===== src/rtl/gbrc_pkg.sv =====
// Shared types and constants of the Goldbach range checker.
package gbrc_pkg;

    // Smallest prime and smallest even number that the search uses.
    localparam int unsigned FIRST_PRIME = 2;
    localparam int unsigned FIRST_EVEN  = 4;

    // Answer of the primality tester for one candidate.
    typedef struct packed {
        logic done;
        logic prime;
    } t_prime_rsp;

endpackage


===== src/rtl/gbrc_mod_serial.sv =====
// Bit-serial remainder unit: restoring division, one dividend bit per cycle.
module gbrc_mod_serial #(
    parameter int NUMBER_WIDTH = 16
) (
    input  logic                    i_clk,
    input  logic                    i_rst_n,
    input  logic                    i_start,
    input  logic [NUMBER_WIDTH-1:0] i_dividend,
    input  logic [NUMBER_WIDTH-1:0] i_divisor,
    output logic                    o_done,
    output logic [NUMBER_WIDTH-1:0] o_rem
);

    localparam int W  = NUMBER_WIDTH;
    localparam int CW = $clog2(W + 1);

    logic [W-1:0]  r_shift, n_shift;
    logic [W-1:0]  r_rem, n_rem;
    logic [W-1:0]  r_div, n_div;
    logic [CW-1:0] r_cnt, n_cnt;
    logic          r_done, n_done;
    logic [W:0]    w_trial;
    logic [W:0]    w_diff;

    assign w_trial = {r_rem, r_shift[W-1]};
    assign w_diff  = w_trial - {1'b0, r_div};

    always_comb begin
        n_shift = r_shift;
        n_rem   = r_rem;
        n_div   = r_div;
        n_cnt   = r_cnt;
        n_done  = 1'b0;
        if (i_start) begin
            n_shift = i_dividend;
            n_div   = i_divisor;
            n_rem   = '0;
            n_cnt   = CW'(W);
        end else if (r_cnt != '0) begin
            n_shift = {r_shift[W-2:0], 1'b0};
            if (w_trial >= {1'b0, r_div}) begin
                n_rem = w_diff[W-1:0];
            end else begin
                n_rem = w_trial[W-1:0];
            end
            n_cnt  = r_cnt - CW'(1);
            n_done = (r_cnt == CW'(1));
        end
    end

    always_ff @(posedge i_clk) begin
        if (!i_rst_n) begin
            r_cnt  <= '0;
            r_done <= 1'b0;
        end else begin
            r_cnt  <= n_cnt;
            r_done <= n_done;
        end
        r_shift <= n_shift;
        r_rem   <= n_rem;
        r_div   <= n_div;
    end

    assign o_done = r_done;
    assign o_rem  = r_rem;

endmodule


===== src/rtl/gbrc_prime_test.sv =====
// Trial-division primality tester built around the serial remainder unit.
module gbrc_prime_test #(
    parameter int NUMBER_WIDTH = 16
) (
    input  logic                    i_clk,
    input  logic                    i_rst_n,
    input  logic                    i_start,
    input  logic [NUMBER_WIDTH-1:0] i_x,
    output gbrc_pkg::t_prime_rsp    o_rsp
);

    localparam int W = NUMBER_WIDTH;

    localparam logic [1:0] ST_IDLE = 2'd0;
    localparam logic [1:0] ST_CHK  = 2'd1;
    localparam logic [1:0] ST_DIV  = 2'd2;

    logic [1:0]   r_state, n_state;
    logic [W-1:0] r_x, n_x;
    logic [W-1:0] r_d, n_d;
    logic [W:0]   r_sq, n_sq;   // always (d-1)^2, grown by 2d-1 per divisor step
    logic         r_done, n_done;
    logic         r_prime, n_prime;
    logic         w_mod_start;
    logic         w_mod_done;
    logic [W-1:0] w_rem;
    logic [W+1:0] w_sq_next;

    assign w_sq_next = {1'b0, r_sq} + {1'b0, r_d, 1'b0} - (W+2)'(1);

    always_comb begin
        n_state     = r_state;
        n_x         = r_x;
        n_d         = r_d;
        n_sq        = r_sq;
        n_done      = 1'b0;
        n_prime     = r_prime;
        w_mod_start = 1'b0;
        case (r_state)
            ST_IDLE: begin
                if (i_start) begin
                    n_x = i_x;
                    if (i_x < W'(gbrc_pkg::FIRST_PRIME)) begin
                        n_done  = 1'b1;
                        n_prime = 1'b0;
                    end else if (i_x == W'(gbrc_pkg::FIRST_PRIME)) begin
                        n_done  = 1'b1;
                        n_prime = 1'b1;
                    end else begin
                        n_d     = W'(gbrc_pkg::FIRST_PRIME);
                        n_sq    = (W+1)'(1);
                        n_state = ST_CHK;
                    end
                end
            end
            ST_CHK: begin
                if (r_sq <= {1'b0, r_x}) begin
                    w_mod_start = 1'b1;
                    n_state     = ST_DIV;
                end else begin
                    n_done  = 1'b1;
                    n_prime = 1'b1;
                    n_state = ST_IDLE;
                end
            end
            ST_DIV: begin
                if (w_mod_done) begin
                    if (w_rem == '0) begin
                        n_done  = 1'b1;
                        n_prime = 1'b0;
                        n_state = ST_IDLE;
                    end else begin
                        n_sq    = w_sq_next[W:0];
                        n_d     = r_d + W'(1);
                        n_state = ST_CHK;
                    end
                end
            end
            default: begin
                n_state = ST_IDLE;
            end
        endcase
    end

    always_ff @(posedge i_clk) begin
        if (!i_rst_n) begin
            r_state <= ST_IDLE;
            r_done  <= 1'b0;
            r_prime <= 1'b0;
        end else begin
            r_state <= n_state;
            r_done  <= n_done;
            r_prime <= n_prime;
        end
        r_x  <= n_x;
        r_d  <= n_d;
        r_sq <= n_sq;
    end

    gbrc_mod_serial #(
        .NUMBER_WIDTH(W)
    ) u_mod (
        .i_clk      (i_clk),
        .i_rst_n    (i_rst_n),
        .i_start    (w_mod_start),
        .i_dividend (r_x),
        .i_divisor  (r_d),
        .o_done     (w_mod_done),
        .o_rem      (w_rem)
    );

    assign o_rsp.done  = r_done;
    assign o_rsp.prime = r_prime;

endmodule


===== src/rtl/goldbach_range_checker_top.sv =====
// Top level of the Goldbach range checker: search sequencer and output register.
// Odd n or n <= 2 skips the search: the sequencer goes from ST_IDLE to ST_DONE, then the output register.
// Otherwise each primality test of x runs the serial remainder unit once per trial divisor,
// up to floor(sqrt(x)) divisors, so the total grows steeply with n. Throughput: one word
// in flight; the next word is taken once the search goes idle. Reset: synchronous, active
// low; clears the sequencers and the output valid.
module goldbach_range_checker_top #(
    parameter int NUMBER_WIDTH = 16
) (
    input  logic        i_clk,
    input  logic        i_rst_n,
    input  logic        i_valid,
    output logic        o_stall,
    input  logic [15:0] i_number_in,
    output logic        o_valid,
    input  logic        i_stall,
    output logic        o_holds,
    output logic [15:0] o_smaller_prime,
    output logic [15:0] o_larger_prime
);

    localparam int W = NUMBER_WIDTH;

    localparam logic [2:0] ST_IDLE  = 3'd0;
    localparam logic [2:0] ST_TA    = 3'd1;
    localparam logic [2:0] ST_WA    = 3'd2;
    localparam logic [2:0] ST_TB    = 3'd3;
    localparam logic [2:0] ST_WB    = 3'd4;
    localparam logic [2:0] ST_NEXT  = 3'd5;
    localparam logic [2:0] ST_FOUND = 3'd6;
    localparam logic [2:0] ST_DONE  = 3'd7;

    logic [2:0]           r_state, n_state;
    logic [W-1:0]         r_n, n_n;
    logic [W-1:0]         r_j, n_j;
    logic [W-1:0]         r_i, n_i;
    logic                 r_hold, n_hold;
    logic                 r_ovalid, n_ovalid;
    logic                 r_oholds, n_oholds;
    logic [15:0]          r_osmall, n_osmall;
    logic [15:0]          r_olarge, n_olarge;
    logic [31:0]          w_num_ext;
    logic [W-1:0]         w_num;
    logic [W-1:0]         w_rest;
    logic [W-1:0]         w_large;
    logic                 w_start;
    logic [W-1:0]         w_x;
    gbrc_pkg::t_prime_rsp w_rsp;

    assign w_num_ext = {16'b0, i_number_in};
    assign w_num     = w_num_ext[W-1:0];
    assign w_rest    = r_j - r_i;
    // n minus the smaller prime; r_j equals r_n whenever this is used.
    assign w_large   = r_n - r_i;
    assign w_start   = (r_state == ST_TA) || (r_state == ST_TB);
    assign w_x       = (r_state == ST_TB) ? w_rest : r_i;

    always_comb begin
        n_state  = r_state;
        n_n      = r_n;
        n_j      = r_j;
        n_i      = r_i;
        n_hold   = r_hold;
        n_ovalid = r_ovalid && i_stall;
        n_oholds = r_oholds;
        n_osmall = r_osmall;
        n_olarge = r_olarge;
        case (r_state)
            ST_IDLE: begin
                if (i_valid) begin
                    n_n = w_num;
                    n_j = W'(gbrc_pkg::FIRST_EVEN);
                    n_i = W'(gbrc_pkg::FIRST_PRIME);
                    if (w_num <= W'(gbrc_pkg::FIRST_PRIME) || w_num[0]) begin
                        n_hold  = 1'b0;
                        n_state = ST_DONE;
                    end else begin
                        n_state = ST_TA;
                    end
                end
            end
            ST_TA: begin
                n_state = ST_WA;
            end
            ST_WA: begin
                if (w_rsp.done) begin
                    n_state = w_rsp.prime ? ST_TB : ST_NEXT;
                end
            end
            ST_TB: begin
                n_state = ST_WB;
            end
            ST_WB: begin
                if (w_rsp.done) begin
                    n_state = w_rsp.prime ? ST_FOUND : ST_NEXT;
                end
            end
            ST_NEXT: begin
                // If the candidate range for this even number is used up: no pair; else the next candidate.
                if (r_i == r_j - W'(gbrc_pkg::FIRST_PRIME)) begin
                    n_hold  = 1'b0;
                    n_state = ST_DONE;
                end else begin
                    n_i     = r_i + W'(1);
                    n_state = ST_TA;
                end
            end
            ST_FOUND: begin
                if (r_j == r_n) begin
                    n_hold  = 1'b1;
                    n_state = ST_DONE;
                end else begin
                    n_j     = r_j + W'(gbrc_pkg::FIRST_PRIME);
                    n_i     = W'(gbrc_pkg::FIRST_PRIME);
                    n_state = ST_TA;
                end
            end
            ST_DONE: begin
                if (!r_ovalid || !i_stall) begin
                    n_ovalid = 1'b1;
                    n_oholds = r_hold;
                    n_osmall = r_hold ? 16'(32'(r_i)) : 16'd0;
                    n_olarge = r_hold ? 16'(32'(w_large)) : 16'd0;
                    n_state  = ST_IDLE;
                end
            end
            default: begin
                n_state = ST_IDLE;
            end
        endcase
    end

    always_ff @(posedge i_clk) begin
        if (!i_rst_n) begin
            r_state  <= ST_IDLE;
            r_ovalid <= 1'b0;
        end else begin
            r_state  <= n_state;
            r_ovalid <= n_ovalid;
        end
        r_n      <= n_n;
        r_j      <= n_j;
        r_i      <= n_i;
        r_hold   <= n_hold;
        r_oholds <= n_oholds;
        r_osmall <= n_osmall;
        r_olarge <= n_olarge;
    end

    gbrc_prime_test #(
        .NUMBER_WIDTH(W)
    ) u_prime (
        .i_clk   (i_clk),
        .i_rst_n (i_rst_n),
        .i_start (w_start),
        .i_x     (w_x),
        .o_rsp   (w_rsp)
    );

    assign o_stall         = (r_state != ST_IDLE);
    assign o_valid         = r_ovalid;
    assign o_holds         = r_oholds;
    assign o_smaller_prime = r_osmall;
    assign o_larger_prime  = r_olarge;

endmodule


===== config.mk =====
export PLATFORM = sky130hd
export DESIGN_NAME = goldbach_range_checker_top
export DESIGN_NICKNAME = d
export VERILOG_FILES = /design/src/rtl/gbrc_pkg.sv /design/src/rtl/gbrc_mod_serial.sv /design/src/rtl/gbrc_prime_test.sv /design/src/rtl/goldbach_range_checker_top.sv
export SDC_FILE = /design/constraint.sdc
export NUM_CORES = 1
export LEC_CHECK = 0
export CAP_MARGIN = 20
export CORE_AREA = 3 3 172 174
export CTS_CLUSTER_DIAMETER = 120
export DETAILED_ROUTE_END_ITERATION = 12
export DIE_AREA = 0 0 175 177
export DONT_BUFFER_PORTS = 1
export PLACE_DENSITY = 0.65
export SETUP_SLACK_MARGIN = 0.4
export SLEW_MARGIN = 15
export SYNTH_ARGS = -nofsm -noshare
export SYNTH_HDL_FRONTEND = slang
export SYNTH_SLANG_ARGS = --single-unit

===== constraint.sdc =====
create_clock -name i_clk -period 8.85 [get_ports i_clk]
set_input_delay 2.2125 -clock i_clk [delete_from_list [all_inputs] [get_ports i_clk]]
set_output_delay 2.2125 -clock i_clk [all_outputs]
set_load 0.02 [all_outputs]

==> flow_summary_export.csv <==
group,metric,value,unit
drt,drcViolationCount,0,
logic_synthesis,synth_top_area_share,38.56,%
critical_path,slowest_stage,"edfxtp_1",
logic_synthesis,synth_area,12610,µm²
critical_path,cp_max_fo,33,
cells_and_area,num-nets-final,1439,
placement,gp_congestion,0.9124,
drt,routed_wl,30520,µm
critical_path,critical_path_class,"reg -> reg",
drt,dr_total_vias,9496,
timing,slew_viol_final,0,
grt,grt_max_degree,39,
logic_synthesis,synth_top_area_cell,"edfxtp_1",
pwr,cellPowerDensity,435.0,nW/µm²
timing,finClkSkew,0.01920,ns
clock_tree,clk_path_buf_depth,2,
timing,finalHoldWorstSlack,0.4579,ns
clock_tree,clkTransAtPathRegs,0.08,ns
min_path,min_path_type,"reg -> reg",
floorplan,die_y,177,µm
grt,grt_pass1_vias,9019,
logic_synthesis,syn_nets,1460,
critical_path,cp-end-kind,"flip-flop",
clock_tree,cts_sinks,192,
logic_synthesis,ys_warn_count,0,
floorplan,core,27930,µm²
logic_synthesis,syn_area_per_cell,9.463,µm²
cells_and_area,layout-drive-gt1-share,4.981,%
drt,routedWlPerCell,17.91,µm
cells_and_area,multiInputGateArea,6440,µm²
critical_path,startpoint,"r_j[3]",
drt,drtPass1Iterations,5,
timing,period_minus_slack,4.119,ns
timing,setup_violations,0,
logic_synthesis,synth_enable_flop_cells,162,
status,status,"finished, final reports clean",
floorplan,ios,55,
clock_tree,hold_buffers,0,
logic_synthesis,async_reset_ff_share,0,%
timing,rsz0062_at_grt,"no",
logic_synthesis,synth.most_common_cell,"edfxtp_1",
critical_path,timing.reg2reg.setup_slack,4.73,ns
floorplan,start_util,45.16,%
floorplan,fp.dieW,175,µm
floorplan,die-area,30980,µm²
cells_and_area,fillers,2595,
pwr,total_power,0.005908,W
clock_tree,numCtsBuffers,17,
critical_path,cp_cell_sequence,"ha_1 > nand2_1 > a211o_1 > a211oi_1 > mux2i_1 > o22ai_1 > or3_1 > or4_4 > nor4_1 > a221oi_1 > and2_1 > buf_4",
grt,grt_use_total,19.87,%
clock_tree,cts_tree,"done",
timing,finalSetupTns,0,ns
job,max_cap_violations,0,
critical_path,critPathLaunchType,"flip-flop",
drt,ant_nets,0,
critical_path,crit_path_max_incr_delay,0.57,ns
clock_tree,postCtsSetupBuffers,0,
logic_synthesis,synthTopCellsByCount,"162 x edfxtp_1, 135 x inv_1, 129 x nor2_1, 113 x nand2_1, 103 x ha_1",
pwr,leakagePower,5.465,nW
drt,viasPerCell,5.573,
critical_path,reg2reg_to,"u_prime.r_d[10]",
placement,port_buffers,0,
grt,grt_pass1_wl,48640,µm
timing,hold_viol,0,
cells_and_area,layout-area-overhead-vs-synth,7.667,%
critical_path,critPathArrivalTime,4.26,ns
logic_synthesis,synth_flop_cell,"edfxtp_1",
critical_path,crit_required,8.99,ns
clock_tree,postCtsResizedCells,0,
timing,slew_headroom,32.78,%
logic_synthesis,syn_inst,1333,
logic_synthesis,ys_seq_elements,192,
grt,antenna_found_initial,0,
logic_synthesis,yosysSeqAreaShare,43.32,%
cells_and_area,seqCellArea,5465,µm²
grt,globalRouteOverflowTotal,0,
clock_tree,htree_levels,4,
drt,first_iter_violations,757,
clock_tree,cts_root_buffer,"clkbuf_16",
logic_synthesis,ys_types,74,
clock_tree,clock_latency,0.45,ns
placement,hpwl,23240,µm
floorplan,rows,61,
critical_path,r2r-start,"r_j[3]",
pwr,ir_drop,0.0001997,V
critical_path,worstSetupEndpoint,"u_prime.r_d[10]",
logic_synthesis,synth.area.top_cells,"edfxtp_1 39%, ha_1 10%, dfxtp_1 4.8%, xnor2_1 4.3%, inv_1 4.0%",
critical_path,rr_worst_depth,12,
timing,fmax,242.8,MHz
timing,tightest_slew,1.001,ns
timing,post-route-period-util,46.54,%
==> sequential cells by signal, indices dropped and copies added (netlist names), 2 cells and up <==
| name | flops |
|---|---|
| o_larger_prime | 16 |
| u_prime.r_sq | 17 |
| r_state | 3 |
| u_prime.u_mod.r_div | 16 |
| u_prime.r_x | 16 |
| u_prime.u_mod.r_shift | 16 |
| u_prime.u_mod.r_cnt | 5 |
| r_n | 16 |
| u_prime.u_mod.o_rem | 16 |
| u_prime.r_d | 16 |
| u_prime.r_state | 2 |
| r_j | 15 |
| o_smaller_prime | 16 |
| r_i | 16 |
==> area by class of cell <==
class	instances	area share [%]
Sequential cell	192	40.24
Antenna cell	1	0.01842
Multi-Input combinational cell	954	47.42
Tap cell	378	3.482
Clock inverter	15	1.050
Clock buffer	17	3.132
Inverter	137	3.786
Timing Repair Buffer	10	0.8752
==> placed cells by master, fill, tap and decap left out, types with 5 or more instances in the layout <==
master	n
a211o_1	5
a211oi_1	18
a21oi_1	65
mux2i_1	12
and2_1	35
nor2b_1	21
or2_2	5
a31oi_1	9
nor2_1	128
and3_1	13
o21bai_1	5
nand2_1	113
o21a_1	6
dfxtp_1	30
nand2b_1	18
ha_1	103
nor3_1	28
clkbuf_16	17
or3_1	12
inv_1	135
a21o_1	28
nand4_1	18
edfxtp_1	162
nand3_1	41
xnor2_1	62
xor2_1	47
o21ai_0	57
buf_4	7
nor4_1	25
o31ai_1	5
==> worst max-delay path, delay by kind of cell (launching register included) <==
| family | cells | cell delay [ns] |
|---|---|---|
| compound gates | 4 | 0.97 |
| fa+ha+maj | 1 | 0.43 |
| buf+inv | 1 | 0.27 |
| flops | 1 | 0.57 |
| mux | 1 | 0.24 |
| simple gates | 5 | 1.33 |
==> how the worst min path moves through the flow <==
stage	startpoint	to	slack (ns)	depth (start not counted)
floorplan	r_hold	o_holds	0.42	0
global placement	u_prime.r_d[8]	u_prime.u_mod.r_div[8]	0.43	0
detailed placement	u_prime.r_d[8]	u_prime.u_mod.r_div[8]	0.45	0
CTS	u_prime.r_d[8]	u_prime.u_mod.r_div[8]	0.46	0
global route	u_prime.r_d[8]	u_prime.u_mod.r_div[8]	0.48	0
finish	u_prime.r_d[8]	u_prime.u_mod.r_div[8]	0.46	0
==> kinds of logic (layout without fill, tap and decap cells) <==
logic type,after synthesis,after routing,synth area share (%)
and+or+nand+nor,477,477,18.74
AOI/OAI and AO/OA,249,249,12.81
DFF,192,192,43.32
buffers and inverters,187,179,5.763
xor gates and xnor gates,109,109,7.568
adders and majority gates,107,107,10.85
muxes,12,12,0.9522
other,0,1,0
==> where the power goes <==
| part | switching (W) | total, W | internal (W) | leakage, nW |
|---|---|---|---|---|
| registers | 0.000379 | 0.00184 | 0.00146 | 1.79 |
| logic | 0.00194 | 0.00331 | 0.00137 | 3.40 |
| clock network | 0.000387 | 0.000761 | 0.000374 | 0.275 |
| total | 0.00271 | 0.00591 | 0.00320 | 5.47 |
==> metrics by stage <==
step,instance area [µm²],setup slack [ns],cells,utilization (%)
floorplan,12610,4.601,1333,-
global placement,12940,4.836,1668,46.34
detailed placement,12980,4.779,1670,46.48
CTS,13550,4.738,1702,48.51
global route,13580,4.487,1703,48.61
finish,13580,4.731,1704,48.62
==> per-layer routing <==
layer	vias to the layer above	GRT usage [%]	routed length, µm
li1	4663	-	-
met1	4546	29.80	14880
met2	260	30.34	13460
met3	27	3.046	1809
met4	0	4.588	365
met5	-	0	0
No activity file was read; power rests on OpenSTA's default activity.
